<file path="config.mk">
export PLATFORM = sky130hd
export DESIGN_NAME = sem_fifo
export DESIGN_NICKNAME = d
export VERILOG_FILES = /design/src/design/sem_pkg.sv /design/src/design/sem_fifo.sv
export SDC_FILE = /design/constraint.sdc
export NUM_CORES = 1
export LEC_CHECK = 0
export BUFFER_PORTS_ARGS = -buffer_cell sky130_fd_sc_hd__buf_4
export CAP_MARGIN = 20
export CORE_MARGIN = 2
export CORE_UTILIZATION = 50
export DETAILED_ROUTE_END_ITERATION = 12
export PLACE_DENSITY = 0.68
export RECOVER_POWER = 25
export SLEW_MARGIN = 5
export SYNTH_ARGS = -nofsm -noshare
export SYNTH_HDL_FRONTEND = slang
export SYNTH_SLANG_ARGS = --single-unit
</file>
<file path="constraint.sdc">
create_clock -name clock -period 2.4 [get_ports clock]
set_input_delay 0.36 -clock clock [delete_from_list [all_inputs] [get_ports clock]]
set_output_delay 0.36 -clock clock [all_outputs]
set_load 0.005 [all_outputs]
</file>
<file path="src/design/sem_pkg.sv">
package sem_pkg;

   localparam int MAX_LINE     = 1024;
   localparam int ADDR_W       = $clog2(MAX_LINE);
   localparam int DIM_W        = 11;
   localparam int PIX_W        = 8;
   localparam int ABS_W        = 10;
   localparam int SQ_W         = 20;
   localparam int SUM_W        = SQ_W + 1;
   localparam int ROOT_W       = 16;
   localparam int FIFO_DEPTH   = 8;
   localparam int FIFO_PTR_W   = $clog2(FIFO_DEPTH);
   localparam int FIFO_CNT_W   = FIFO_PTR_W + 1;
   localparam int FRONT_SLOTS  = 4;
   localparam int SQRT_STAGES  = 4;
   localparam int CSR_IDX_W    = 2;

   localparam logic [DIM_W-1:0] DIM_MIN    = 11'd3;
   localparam logic [DIM_W-1:0] DIM_MAX    = 11'd1024;
   localparam logic [PIX_W-1:0] EDGE_CLAMP = 8'd255;
   localparam logic [ROOT_W-1:0] SQRT_TOP_BIT = 16'h4000;

   typedef logic [CSR_IDX_W-1:0] csr_index_type;
   localparam csr_index_type REG_LINE_WIDTH   = 2'd0;
   localparam csr_index_type REG_FRAME_HEIGHT = 2'd1;

   typedef struct packed {
      logic              sat;
      logic [ROOT_W-1:0] sq;
      logic              fe;
   } sem_item_type;

   typedef struct packed {
      logic [ROOT_W-1:0] rem;
      logic [ROOT_W-1:0] root;
   } sqrt_type;

   function automatic logic [DIM_W-1:0] clamp_dim(input logic [DIM_W-1:0] v);
      logic [DIM_W-1:0] r;
      if (v < DIM_MIN) begin
         r = DIM_MIN;
      end else if (v > DIM_MAX) begin
         r = DIM_MAX;
      end else begin
         r = v;
      end
      return r;
   endfunction

   // one digit of the restoring square root
   function automatic sqrt_type sqrt_step(input sqrt_type cur, input logic [3:0] idx);
      sqrt_type          nxt;
      logic [ROOT_W-1:0] bitv;
      logic [ROOT_W:0]   trial;
      bitv  = SQRT_TOP_BIT >> {idx, 1'b0};
      trial = {1'b0, cur.root} + {1'b0, bitv};
      if ({1'b0, cur.rem} >= trial) begin
         nxt.rem  = cur.rem - trial[ROOT_W-1:0];
         nxt.root = (cur.root >> 1) + bitv;
      end else begin
         nxt.rem  = cur.rem;
         nxt.root = cur.root >> 1;
      end
      return nxt;
   endfunction

endpackage

</file>
<file path="src/design/sem_fifo.sv">
module sem_fifo (
   input  logic                            clock,
   input  logic                            reset,
   input  logic                            push,
   input  sem_pkg::sem_item_type           wdata,
   input  logic                            pop,
   output sem_pkg::sem_item_type           rdata,
   output logic                            empty,
   output logic [sem_pkg::FIFO_CNT_W-1:0]  count
);

   localparam int PTR_W = sem_pkg::FIFO_PTR_W;
   localparam int CNT_W = sem_pkg::FIFO_CNT_W;

   sem_pkg::sem_item_type mem_ff [sem_pkg::FIFO_DEPTH];
   logic [PTR_W-1:0] wr_ptr_ff, wr_ptr_in, rd_ptr_ff, rd_ptr_in;
   logic [CNT_W-1:0] count_ff, count_in;

   always_comb begin
      wr_ptr_in = push ? wr_ptr_ff + PTR_W'(1) : wr_ptr_ff;
      rd_ptr_in = pop ? rd_ptr_ff + PTR_W'(1) : rd_ptr_ff;
      count_in  = count_ff + CNT_W'(push) - CNT_W'(pop);
   end

   always_ff @(posedge clock) begin
      if (reset) begin
         wr_ptr_ff <= '0;
         rd_ptr_ff <= '0;
         count_ff  <= '0;
      end else begin
         wr_ptr_ff <= wr_ptr_in;
         rd_ptr_ff <= rd_ptr_in;
         count_ff  <= count_in;
      end
   end

   always_ff @(posedge clock) begin
      if (push) begin
         mem_ff[wr_ptr_ff] <= wdata;
      end
   end

   assign rdata = mem_ff[rd_ptr_ff];
   assign empty = count_ff == '0;
   assign count = count_ff;

endmodule

</file>
==> reports/results.tsv <==
metric	value	unit
rsz0062_at_grt	no	
setup_viol	0	
multi_input_comb_area	0.00147	mm2
io-pin-count	45	
timing.final.crit_period	2.35	ns
setup.reg_to_reg.worst_slack	0.66	ns
die-area	0.0132	mm2
accumulated_negative_setup_slack	0	ns
clk_latency	0.42	ns
dr_total_vias	2856	
whs	0.181	ns
area.sequential	0.00459	mm2
route.antenna.remaining_nets	0	
net-switching-power	1.34	mW
cts_root_buffer	sky130_fd_sc_hd__clkbuf_16	
vertical_die_dimension	115	um
totalWireLength	10800	um
postCtsSetupRepairBufs	0	
power.combinational.fraction	9.9	%
areaGrowthSynthToFinish	19.7	%
final_common_cell	sky130_fd_sc_hd__edfxtp_1	
syn_area_cell	22.3	um2
initial_core_util	51.2	%
p_seq_share	49.0	%
vdd_drop_max	0.523	mV
num-fill-cells	843	
worst_pin_slew	0.811	ns
path_class	reg -> out	
share_of_post_route_cells_with_drive_strength_above_1	27.9	%
drc	0	
place.detailed.hpwl	6430	um
yosys_warnings	0	
antenna-diode-count	0	
number_of_nets_produced_by_synthesis	306	
viasPerCell	5.61	
clock_tree_from_tritoncts	built	
int_power	5.06	mW
timing.critical_path.arrival	1.99	ns
gp_routability_congestion	0.660	
mostFrequentLayoutCells	144 x sky130_fd_sc_hd__edfxtp_1, 44 x sky130_fd_sc_hd__buf_4, 35 x sky130_fd_sc_hd__mux4_1	
route.detailed.wl_per_inst	21.2	um
coreArea	0.0120	mm2
grt_max_degree	23	
inserted_clock_buffers	17	
first_iter_violations	228	
status	complete, no violations	
synth.lib_cells_used.distinct	24	
std_cell_rows	40	
synthesis.instances	276	
die_extent_in_x	115	um
timing.clock.skew	0.0105	ns
synth_sequential_area_ratio	74.5	%
clock_power_share	41.2	%
worst_setup_path_start_kind	flip-flop	
cts_sinks	157	
p_sw_share	20.9	%
final.period_utilization	97.8	%
max_slew_margin	45.7	%
firstDrtPassIters	4	
total_leakage_power	2.52	nW
placement.io_buffers	44	
net_count_reported_at_finish	379	
cts-root-to-sink-buffers	2	
vias_in_the_first_global_route	2861	
total_routing_usage_gr	17.4	%
critical_path.max_fanout	11	
clkTransAtPathRegs	0.06	ns
initial_antenna_violation_count	0	
grt_first_pass_wirelength	16200	um
pwr_density_cell	869	mW/mm2
htree_num_levels	4	
final_max_slew_viol_count	0	
ys_seq_elements	157	
endpoint_kind	primary output	
grt_overflow	0	
timing.max_cap.violations	0	
worstPathRequired	2.04	ns
final_hold_viol_count	0	
cts_hold_buffers	0	
post_synth_instance_area	0.00615	mm2
max_freq	0.426	GHz
class_of_the_tightest_hold_or_removal_check	in -> reg	
## worst paths after layout
kind | cells past startpoint | start | to
setup / recovery | 4 | flip-flop | rdata[17]
hold / removal | 1 | wdata[9] | mem_ff[0][9]
setup reg to reg | 3 | wr_ptr_ff[2] | mem_ff[0][10]
hold reg to reg | 2 | rd_ptr_ff[0] | flip-flop
## kinds of logic after synthesis
| kind of cell | after synthesis | synth area share [%] |
|---|---|---|
| buffers and inverters | 18 | 1.65 |
| muxes | 56 | 19.0 |
| xor gates and xnor gates | 5 | 0.712 |
| AOI/OAI and AO/OA | 3 | 0.305 |
| adders and majority gates | 8 | 1.75 |
| and+or+nand+nor | 29 | 2.07 |
| DFF | 157 | 74.5 |
## Yosys cell counts
master / count / area share (%)
sky130_fd_sc_hd__xor2_1: 3 / 0.43
sky130_fd_sc_hd__ha_1: 7 / 1.4
sky130_fd_sc_hd__nand2_1: 4 / 0.24
sky130_fd_sc_hd__clkbuf_2: 2 / 0.16
sky130_fd_sc_hd__edfxtp_1: 144 / 70
sky130_fd_sc_hd__and3_1: 1 / 0.10
sky130_fd_sc_hd__xnor2_1: 2 / 0.28
sky130_fd_sc_hd__dfxtp_1: 13 / 4.2
sky130_fd_sc_hd__mux2_2: 18 / 3.3
sky130_fd_sc_hd__nor3_1: 2 / 0.16
sky130_fd_sc_hd__a21oi_1: 2 / 0.16
sky130_fd_sc_hd__fa_1: 1 / 0.33
sky130_fd_sc_hd__a31o_2: 1 / 0.14
sky130_fd_sc_hd__clkbuf_1: 1 / 0.061
sky130_fd_sc_hd__buf_1: 3 / 0.18
sky130_fd_sc_hd__nand3_1: 1 / 0.081
sky130_fd_sc_hd__nor2b_1: 1 / 0.10
sky130_fd_sc_hd__inv_1: 7 / 0.43
sky130_fd_sc_hd__mux2i_1: 2 / 0.33
sky130_fd_sc_hd__buf_6: 4 / 0.73
sky130_fd_sc_hd__buf_2: 1 / 0.081
sky130_fd_sc_hd__nor2_1: 16 / 0.98
sky130_fd_sc_hd__mux4_1: 36 / 15
sky130_fd_sc_hd__nand2b_1: 4 / 0.41
## flip-flops by register name (all words and copies together), names as in the netlist, named ones only
register and cells:
mem_ff 144, count 4, rd_ptr_ff 3, wr_ptr_ff 3
## per-stage QoR
| stage | utilization [%] | std cells | area, um2 | total power [mW] | setup slack (ns) |
|---|---|---|---|---|---|
| 6_report | 61.3 | 509 | 7360 | 6.40 | 0.0530 |
| 5_1_grt | 61.3 | 509 | 7360 | 6.65 | 0.00599 |
| 4_1_cts | 61.5 | 508 | 7390 | 6.44 | 0.0272 |
| 3_5_place_dp | 56.6 | 476 | 6800 | 3.83 | 0.428 |
| 3_3_place_gp | 56.6 | 476 | 6800 | 3.81 | 0.447 |
| 2_1_floorplan | - | 276 | 6150 | 3.54 | 0.222 |
## critical path, stage by stage, from the launching register on
cell	delay, ns
sky130_fd_sc_hd__dfxtp_4	0.40
sky130_fd_sc_hd__clkbuf_16	0.19
sky130_fd_sc_hd__mux4_1	0.56
sky130_fd_sc_hd__mux2_2	0.28
sky130_fd_sc_hd__buf_4	0.14
## per-layer routing
metal | up-vias | GRT usage (%) | part of all wire, %
met5 | - | 0 | 0
met4 | 0 | 5.78 | 0.86
met3 | 7 | 5.22 | 3.8
met2 | 69 | 27.4 | 50
met1 | 1480 | 23.6 | 45
li1 | 1300 | - | -
## cell type report
cell class              instances  area share (%)
clock buffers                  19            5.88
clock inverters                13            2.02
inverters                       7           0.357
multi-input cells             101            20.0
flip-flops and latches        157            62.3
well taps                     147            2.50
repair buffers                 65            6.95
## power groups by stage
stage / Clock, mW / Combinational, mW / Sequential, mW
final: 2.63 / 0.632 / 3.13
after global routing: 2.81 / 0.701 / 3.14
after CTS: 2.67 / 0.645 / 3.13
after detailed placement: 0 / 0.640 / 3.19
after global placement: 0 / 0.629 / 3.18
after floorplan: 0 / 0.365 / 3.17
## timing repair
item,CTS,global route
resized for setup,1,4
gates cloned,0,1
hold endpoints to repair,0,0
setup endpoints to repair,5,7
Note: power is estimated with default switching activity, not from simulation.
