File: src/design/sem_pkg.sv
package sem_pkg;

   localparam int MAX_LINE     = 1024;
   localparam int ADDR_W       = $clog2(MAX_LINE);
   localparam int DIM_W        = 11;
   localparam int PIX_W        = 8;
   localparam int ABS_W        = 10;
   localparam int SQ_W         = 20;
   localparam int SUM_W        = SQ_W + 1;
   localparam int ROOT_W       = 16;
   localparam int FIFO_DEPTH   = 8;
   localparam int FIFO_PTR_W   = $clog2(FIFO_DEPTH);
   localparam int FIFO_CNT_W   = FIFO_PTR_W + 1;
   localparam int FRONT_SLOTS  = 4;
   localparam int SQRT_STAGES  = 4;
   localparam int CSR_IDX_W    = 2;

   localparam logic [DIM_W-1:0] DIM_MIN    = 11'd3;
   localparam logic [DIM_W-1:0] DIM_MAX    = 11'd1024;
   localparam logic [PIX_W-1:0] EDGE_CLAMP = 8'd255;
   localparam logic [ROOT_W-1:0] SQRT_TOP_BIT = 16'h4000;

   typedef logic [CSR_IDX_W-1:0] csr_index_type;
   localparam csr_index_type REG_LINE_WIDTH   = 2'd0;
   localparam csr_index_type REG_FRAME_HEIGHT = 2'd1;

   typedef struct packed {
      logic              sat;
      logic [ROOT_W-1:0] sq;
      logic              fe;
   } sem_item_type;

   typedef struct packed {
      logic [ROOT_W-1:0] rem;
      logic [ROOT_W-1:0] root;
   } sqrt_type;

   function automatic logic [DIM_W-1:0] clamp_dim(input logic [DIM_W-1:0] v);
      logic [DIM_W-1:0] r;
      if (v < DIM_MIN) begin
         r = DIM_MIN;
      end else if (v > DIM_MAX) begin
         r = DIM_MAX;
      end else begin
         r = v;
      end
      return r;
   endfunction

   // one digit of the restoring square root
   function automatic sqrt_type sqrt_step(input sqrt_type cur, input logic [3:0] idx);
      sqrt_type          nxt;
      logic [ROOT_W-1:0] bitv;
      logic [ROOT_W:0]   trial;
      bitv  = SQRT_TOP_BIT >> {idx, 1'b0};
      trial = {1'b0, cur.root} + {1'b0, bitv};
      if ({1'b0, cur.rem} >= trial) begin
         nxt.rem  = cur.rem - trial[ROOT_W-1:0];
         nxt.root = (cur.root >> 1) + bitv;
      end else begin
         nxt.rem  = cur.rem;
         nxt.root = cur.root >> 1;
      end
      return nxt;
   endfunction

endpackage

File: src/design/sem_back.sv
module sem_back (
   input  logic                        clock,
   input  logic                        reset,
   input  sem_pkg::sem_item_type       head,
   input  logic                        head_empty,
   output logic                        head_pop,
   output logic                        empty,
   input  logic                        pop,
   output logic [sem_pkg::PIX_W-1:0]   edge_res,
   output logic                        frame_end
);

   localparam int NS = sem_pkg::SQRT_STAGES;
   localparam int PW = sem_pkg::PIX_W;

   logic                adv;
   logic                st_valid_ff [NS];
   logic                st_valid_in [NS];
   sem_pkg::sqrt_type   st_val_ff [NS];
   sem_pkg::sqrt_type   st_val_in [NS];
   logic                st_sat_ff [NS];
   logic                st_sat_in [NS];
   logic                st_fe_ff [NS];
   logic                st_fe_in [NS];

   logic          out_valid_ff, out_valid_in, out_fe_ff, out_fe_in;
   logic [PW-1:0] out_res_ff, out_res_in;

   assign adv      = !out_valid_ff || pop;
   assign head_pop = adv && !head_empty;

   always_comb begin
      sem_pkg::sqrt_type src;
      for (int k = 0; k < NS; k++) begin
         if (k == 0) begin
            src.rem        = head.sq;
            src.root       = '0;
            st_valid_in[k] = !head_empty;
            st_sat_in[k]   = head.sat;
            st_fe_in[k]    = head.fe;
         end else begin
            src            = st_val_ff[k-1];
            st_valid_in[k] = st_valid_ff[k-1];
            st_sat_in[k]   = st_sat_ff[k-1];
            st_fe_in[k]    = st_fe_ff[k-1];
         end
         st_val_in[k] = sem_pkg::sqrt_step(sem_pkg::sqrt_step(src, 4'(2*k)), 4'(2*k+1));
      end
   end

   always_comb begin
      out_valid_in = st_valid_ff[NS-1];
      out_fe_in    = st_fe_ff[NS-1];
      out_res_in   = st_sat_ff[NS-1] ? sem_pkg::EDGE_CLAMP : st_val_ff[NS-1].root[PW-1:0];
   end

   always_ff @(posedge clock) begin
      if (reset) begin
         for (int k = 0; k < NS; k++) begin
            st_valid_ff[k] <= 1'b0;
         end
         out_valid_ff <= 1'b0;
      end else if (adv) begin
         for (int k = 0; k < NS; k++) begin
            st_valid_ff[k] <= st_valid_in[k];
         end
         out_valid_ff <= out_valid_in;
      end
   end

   always_ff @(posedge clock) begin
      if (adv) begin
         for (int k = 0; k < NS; k++) begin
            st_val_ff[k] <= st_val_in[k];
            st_sat_ff[k] <= st_sat_in[k];
            st_fe_ff[k]  <= st_fe_in[k];
         end
         out_res_ff <= out_res_in;
         out_fe_ff  <= out_fe_in;
      end
   end

   assign empty     = !out_valid_ff;
   assign edge_res  = out_res_ff;
   assign frame_end = out_fe_ff;

endmodule

File: config.mk
export PLATFORM = sky130hd
export DESIGN_NAME = sem_back
export DESIGN_NICKNAME = d
export VERILOG_FILES = /design/src/design/sem_pkg.sv /design/src/design/sem_back.sv
export SDC_FILE = /design/constraint.sdc
export NUM_CORES = 1
export LEC_CHECK = 0
export ABC_AREA = 1
export BUFFER_PORTS_ARGS = -buffer_cell sky130_fd_sc_hd__buf_2
export CAP_MARGIN = 25
export CORE_MARGIN = 2
export CORE_UTILIZATION = 35
export CTS_CLUSTER_SIZE = 40
export DETAILED_ROUTE_END_ITERATION = 7
export SYNTH_ARGS = -nofsm -noshare
export SYNTH_HDL_FRONTEND = slang
export SYNTH_SLANG_ARGS = --single-unit
File: constraint.sdc
create_clock -name clock -period 3.25 [get_ports clock]
set_input_delay 0.4875 -clock clock [delete_from_list [all_inputs] [get_ports clock]]
set_output_delay 0.4875 -clock clock [all_outputs]
set_load 0.005 [all_outputs]
==> impl.org <==
** Timing
- In the post-route analysis, the smallest setup slack over all paths is 0.157 ns.
- The hold violation total from the final report came to 0.
- On the final layout, the worst hold slack is 0.314 ns.
- Timing would allow up to 323 MHz.
- At the pin with the least slew margin, the transition time is 0.443 ns.
- For the finished layout, the period the worst path requires is 3.09 ns.
- Number of slew-limit violations in the final report :: 0
- Final worst-path cycle share :: 95.2%
- The worst pin sits at a relative slew slack of 70.2%.
- Final number of setup-violating endpoints :: 0
- The clock arrives with 0.00820 ns of skew.

** Synthesis
- Sequential fraction of the synthesis area :: 49.5%
- Ranking of synthesized cells by area :: sky130_fd_sc_hd__edfxtp_1 (49%), sky130_fd_sc_hd__nand2_1 (11%), sky130_fd_sc_hd__ha_1 (9.2%), sky130_fd_sc_hd__inv_1 (6.1%), sky130_fd_sc_hd__nor2_1 (3.7%)
- Number of nets produced by synthesis :: 668
- After synthesis the netlist holds a flip-flop and latch count of 90.
- The largest total area in the synthesized netlist belongs to sky130_fd_sc_hd__edfxtp_1.
- The commonest cells after synthesis are sky130_fd_sc_hd__nand2_1 (154), sky130_fd_sc_hd__edfxtp_1 (89), sky130_fd_sc_hd__inv_1 (88), sky130_fd_sc_hd__nor2_1 (54), sky130_fd_sc_hd__ha_1 (40).
- Summing the areas of all and, or, nand and nor instances in the mapped netlist gives 23.4% of the synthesized area.
- Post-synthesis instance area :: 0.00544 mm^2
- Count of different cell masters after synthesis :: 38
- Summing the areas of all compound-gate instances in the mapped netlist gives 7.06% of the synthesized area.
- Among all flip-flop cells after synthesis, the most frequent one is sky130_fd_sc_hd__edfxtp_1.
- Library cell with the highest instance count after synthesis :: sky130_fd_sc_hd__nand2_1
- Post-Synthesis Cells :: 606
- After synthesis, the largest area contributor takes up 49.1% of total cell area.
- Count of yosys warnings during synthesis :: 0
- Mean cell area of the mapped netlist :: 8.98 um^2
- Mux share of post-synthesis cell area :: 0%
- Post-synth EDFFs :: 89
- After synthesis, the share of flip-flops with an asynchronous set or reset is 0%.
- After Yosys synthesis, XOR and XNOR cells account for 4.02% of the synthesized area.
- By area, the combinational part of the netlist is dominated by simple AND/OR/NAND/NOR gates.
- After Yosys synthesis, full adders, half adders and majority gates account for 9.19% of the synthesized area.

** Clock tree
- CTS saw 90 sinks.
- CTS Buffer Depth :: 2
- Clock Root Buffer :: sky130_fd_sc_hd__clkbuf_16
- Maximum level of the CTS H-tree :: 3
- Hold repair after CTS inserted 0 buffers.
- Clock-pin slew was measured on the worst setup and hold paths at 0.06 ns.
- Clock buffer count from CTS :: 9
- Clk_lat worst skew :: 0.35 ns
- TritonCTS built the clock tree.

** Route
- Total wire length :: 11800 um
- The count of nets left with antenna violations once routing finished came out at 0.
- After detailed routing, no signal wire sits above met4.
- In the final routing, the length of wire on met1 measures 4690 um.
- Total met3 wirelength after detailed routing :: 380 um
- Average wire per standard cell :: 13.6 um
- Routed via count :: 4194
- For this run, design rule violations remaining after detail routing come to 0.
- DR vias/cell :: 4.84
- Detailed router's first-iteration violation count :: 216
- Detailed routing placed a total of 6290 um of wire on met2.
- The first TritonRoute pass finished after 5 iterations.

** Worst setup path
- On the worst path, the slowest cell contributes a delay of 0.39 ns.
- The worst setup path is launched from a register.
- Cell with the largest stage delay on the worst path :: sky130_fd_sc_hd__edfxtp_1
- Critical path class :: reg2reg
- For the worst setup path, the data required time is 3.32 ns.
- Counting both buffers and inverters, the worst setup path holds a total of 5.
- Chain of cells forming the critical path :: inv_1 -> ha_1 -> nand2_1 -> nor3_2 -> nand3_1 -> nand3_2 -> inv_2 -> nand2_1 -> o21ai_2 -> ha_1 -> inv_1 -> nor3_2 -> inv_1 -> nor3_2 -> buf_4 -> nor3_2 -> a21oi_1
- In this run the worst path has a maximum fanout of 6.
- Data arrives at the worst endpoint at 3.16 ns.
- Setup crit end kind :: register
- Most frequent cell on the critical path :: sky130_fd_sc_hd__nor3_2
- In this design, the largest share of critical-path delay is due to simple AND/OR/NAND/NOR gates.

** Placed design
- The wire-length estimate of the detail-placed layout is 9030 um.
- Post-placement setup slack :: -0.0925 ns
- Number of buffers added on ports :: 32
- Routability-driven placement finished with a final weighted congestion of 0.880.

** Die
- Measured along the x axis, the die boundary spans 129 um.
- Core Box Area :: 0.0152 mm^2
- The die covers 0.0166 mm^2.
- Effective utilization at floorplan :: 35.8%
- Vertical die dimension :: 129 um
- Number of placement rows :: 45
- 33 I/O pins were placed.

** Pwr
- Combinational logic is responsible for 55.0% of the overall power.
- The clock network burns 17.1% of the power.
- Power per unit of standard cell area :: 979 mW/mm^2
- Leak :: 2.96 nW
- Switching share of power :: 41.8%
- After layout, the design draws a total of 6.46 mW.
- Summed over all nets, the switching power comes to 2.70 mW.
- The worst-case IR drop observed on VDD is 0.000390 V.
- Sequential cells burn 27.9% of the power.
- Int Power :: 3.76 mW

** Status
- The run finished with clean final reports.

** Hold path
- Type of the worst min-delay path :: in2reg

** Final layout
- Fraction of layout instances using a drive strength above 1 :: 21.6%
- Counting the fill cells in the layout gives 1438.
- Final layout net count :: 736
- 0 antenna diodes ended up in the layout.
- Utilization after layout :: 43.4%
- The area growth from synthesis to layout is 21.1%.

** Global route
- Global routing used 14.7% of the available tracks.
- Global-route wire length before repair :: 19000 um
- Total global routing overflow :: 0
- Entering global routing, the biggest net connects 39 pins.
- The via count of the first global-routing pass is 4239.
- Antenna violations before repair :: 0

** Job
- Max-cap violations :: 0
kinds of logic (layout without fill, tap and decap cells):
logic type / after synthesis / in the layout
and+or+nand+nor: 288 / 289
buffers and inverters: 96 / 168
DFF: 90 / 90
xor gates and xnor gates: 25 / 25
AOI/OAI and AO/OA: 67 / 67
adders and majority gates: 40 / 40
worst register-to-register path, stage by stage (launching register included):
cell                       delay, ns
sky130_fd_sc_hd__edfxtp_1       0.39
sky130_fd_sc_hd__inv_1          0.10
sky130_fd_sc_hd__ha_1           0.34
sky130_fd_sc_hd__nand2_1        0.11
sky130_fd_sc_hd__nor3_2         0.14
sky130_fd_sc_hd__nand3_1        0.12
sky130_fd_sc_hd__nand3_2        0.09
sky130_fd_sc_hd__inv_2          0.08
sky130_fd_sc_hd__nand2_1        0.09
sky130_fd_sc_hd__o21ai_2        0.08
sky130_fd_sc_hd__ha_1           0.35
sky130_fd_sc_hd__inv_1          0.11
sky130_fd_sc_hd__nor3_2         0.05
sky130_fd_sc_hd__inv_1          0.07
sky130_fd_sc_hd__nor3_2         0.05
sky130_fd_sc_hd__buf_4          0.15
sky130_fd_sc_hd__nor3_2         0.37
sky130_fd_sc_hd__a21oi_1        0.12
routing by layer:
| metal | vias to the layer above | global-route usage [%] |
|---|---|---|
| met3 | 26 | 4.03 |
| met2 | 73 | 27.0 |
| met1 | 1950 | 14.7 |
| met5 | - | 0 |
| li1 | 2145 | - |
| met4 | 0 | 9.02 |
stage by stage:
step | std cells | TNS (ns) | instance area (um^2)
6_report | 867 | 0 | 6600
5_1_grt | 867 | -0.0105 | 6600
4_1_cts | 856 | 0 | 6300
3_5_place_dp | 839 | -0.895 | 5950
3_3_place_gp | 839 | -0.112 | 5950
2_1_floorplan | 606 | 0 | 5440
final timing paths:
kind,startpoint,slack [ns],to,cells past startpoint
worst max-delay path,st_val_ff[0][12],0.16,st_val_ff[1][30],17
worst min-delay path,head[0],0.31,st_fe_ff[0],1
worst max register to register,st_val_ff[0][12],0.16,st_val_ff[1][30],17
worst min register to register,st_sat_ff[0],0.42,st_sat_ff[1],0
layout make-up:
class                   count  area (um^2)  area share (%)
flip-flops and latches     90         2690            40.8
multi-input cells         421         2620            39.7
repair buffers             58          373            5.65
inverters                  94          359            5.44
well taps                 188          235            3.57
clock buffers              10          229            3.47
clock inverters             6         90.1            1.37
flip-flops by register name, indices dropped and copies added, names as in the netlist:
register / count
st_valid_ff: 4
st_fe_ff: 4
st_val_ff: 68
edge_res: 8
st_sat_ff: 4
out_valid_ff: 1
frame_end: 1
power by group through the flow:
stage / sequential, mW / clock (mW) / combinational (mW)
after CTS: 1.78 / 1.14 / 3.13
after global placement: 1.80 / 0 / 3.00
after detailed placement: 1.80 / 0 / 3.08
after floorplan: 1.75 / 0 / 2.38
final: 1.80 / 1.11 / 3.55
after global routing: 1.83 / 1.19 / 3.98
what timing repair did:
action,in CTS,in global routing
pin swaps,1,10
gates resized for setup,6,46
endpoints found under the setup margin,14,23
cloned,0,2
setup buffers,1,9
cell usage in the layout (no fill, tap or decap), drive strengths merged, types with 4 or more instances in the layout:
master	netlist	layout
nand2	160	160
inv	91	91
edfxtp	89	89
buf	1	58
nor2	57	57
ha	40	40
nand3	34	34
a21oi	30	30
o21ai	28	28
xor2	19	19
or2	11	11
nor3	10	11
clkbuf	1	10
nand4	8	8
xnor2	6	6
clkinv	3	6
nand3b	4	4
Power figures use the tool's default switching activity.
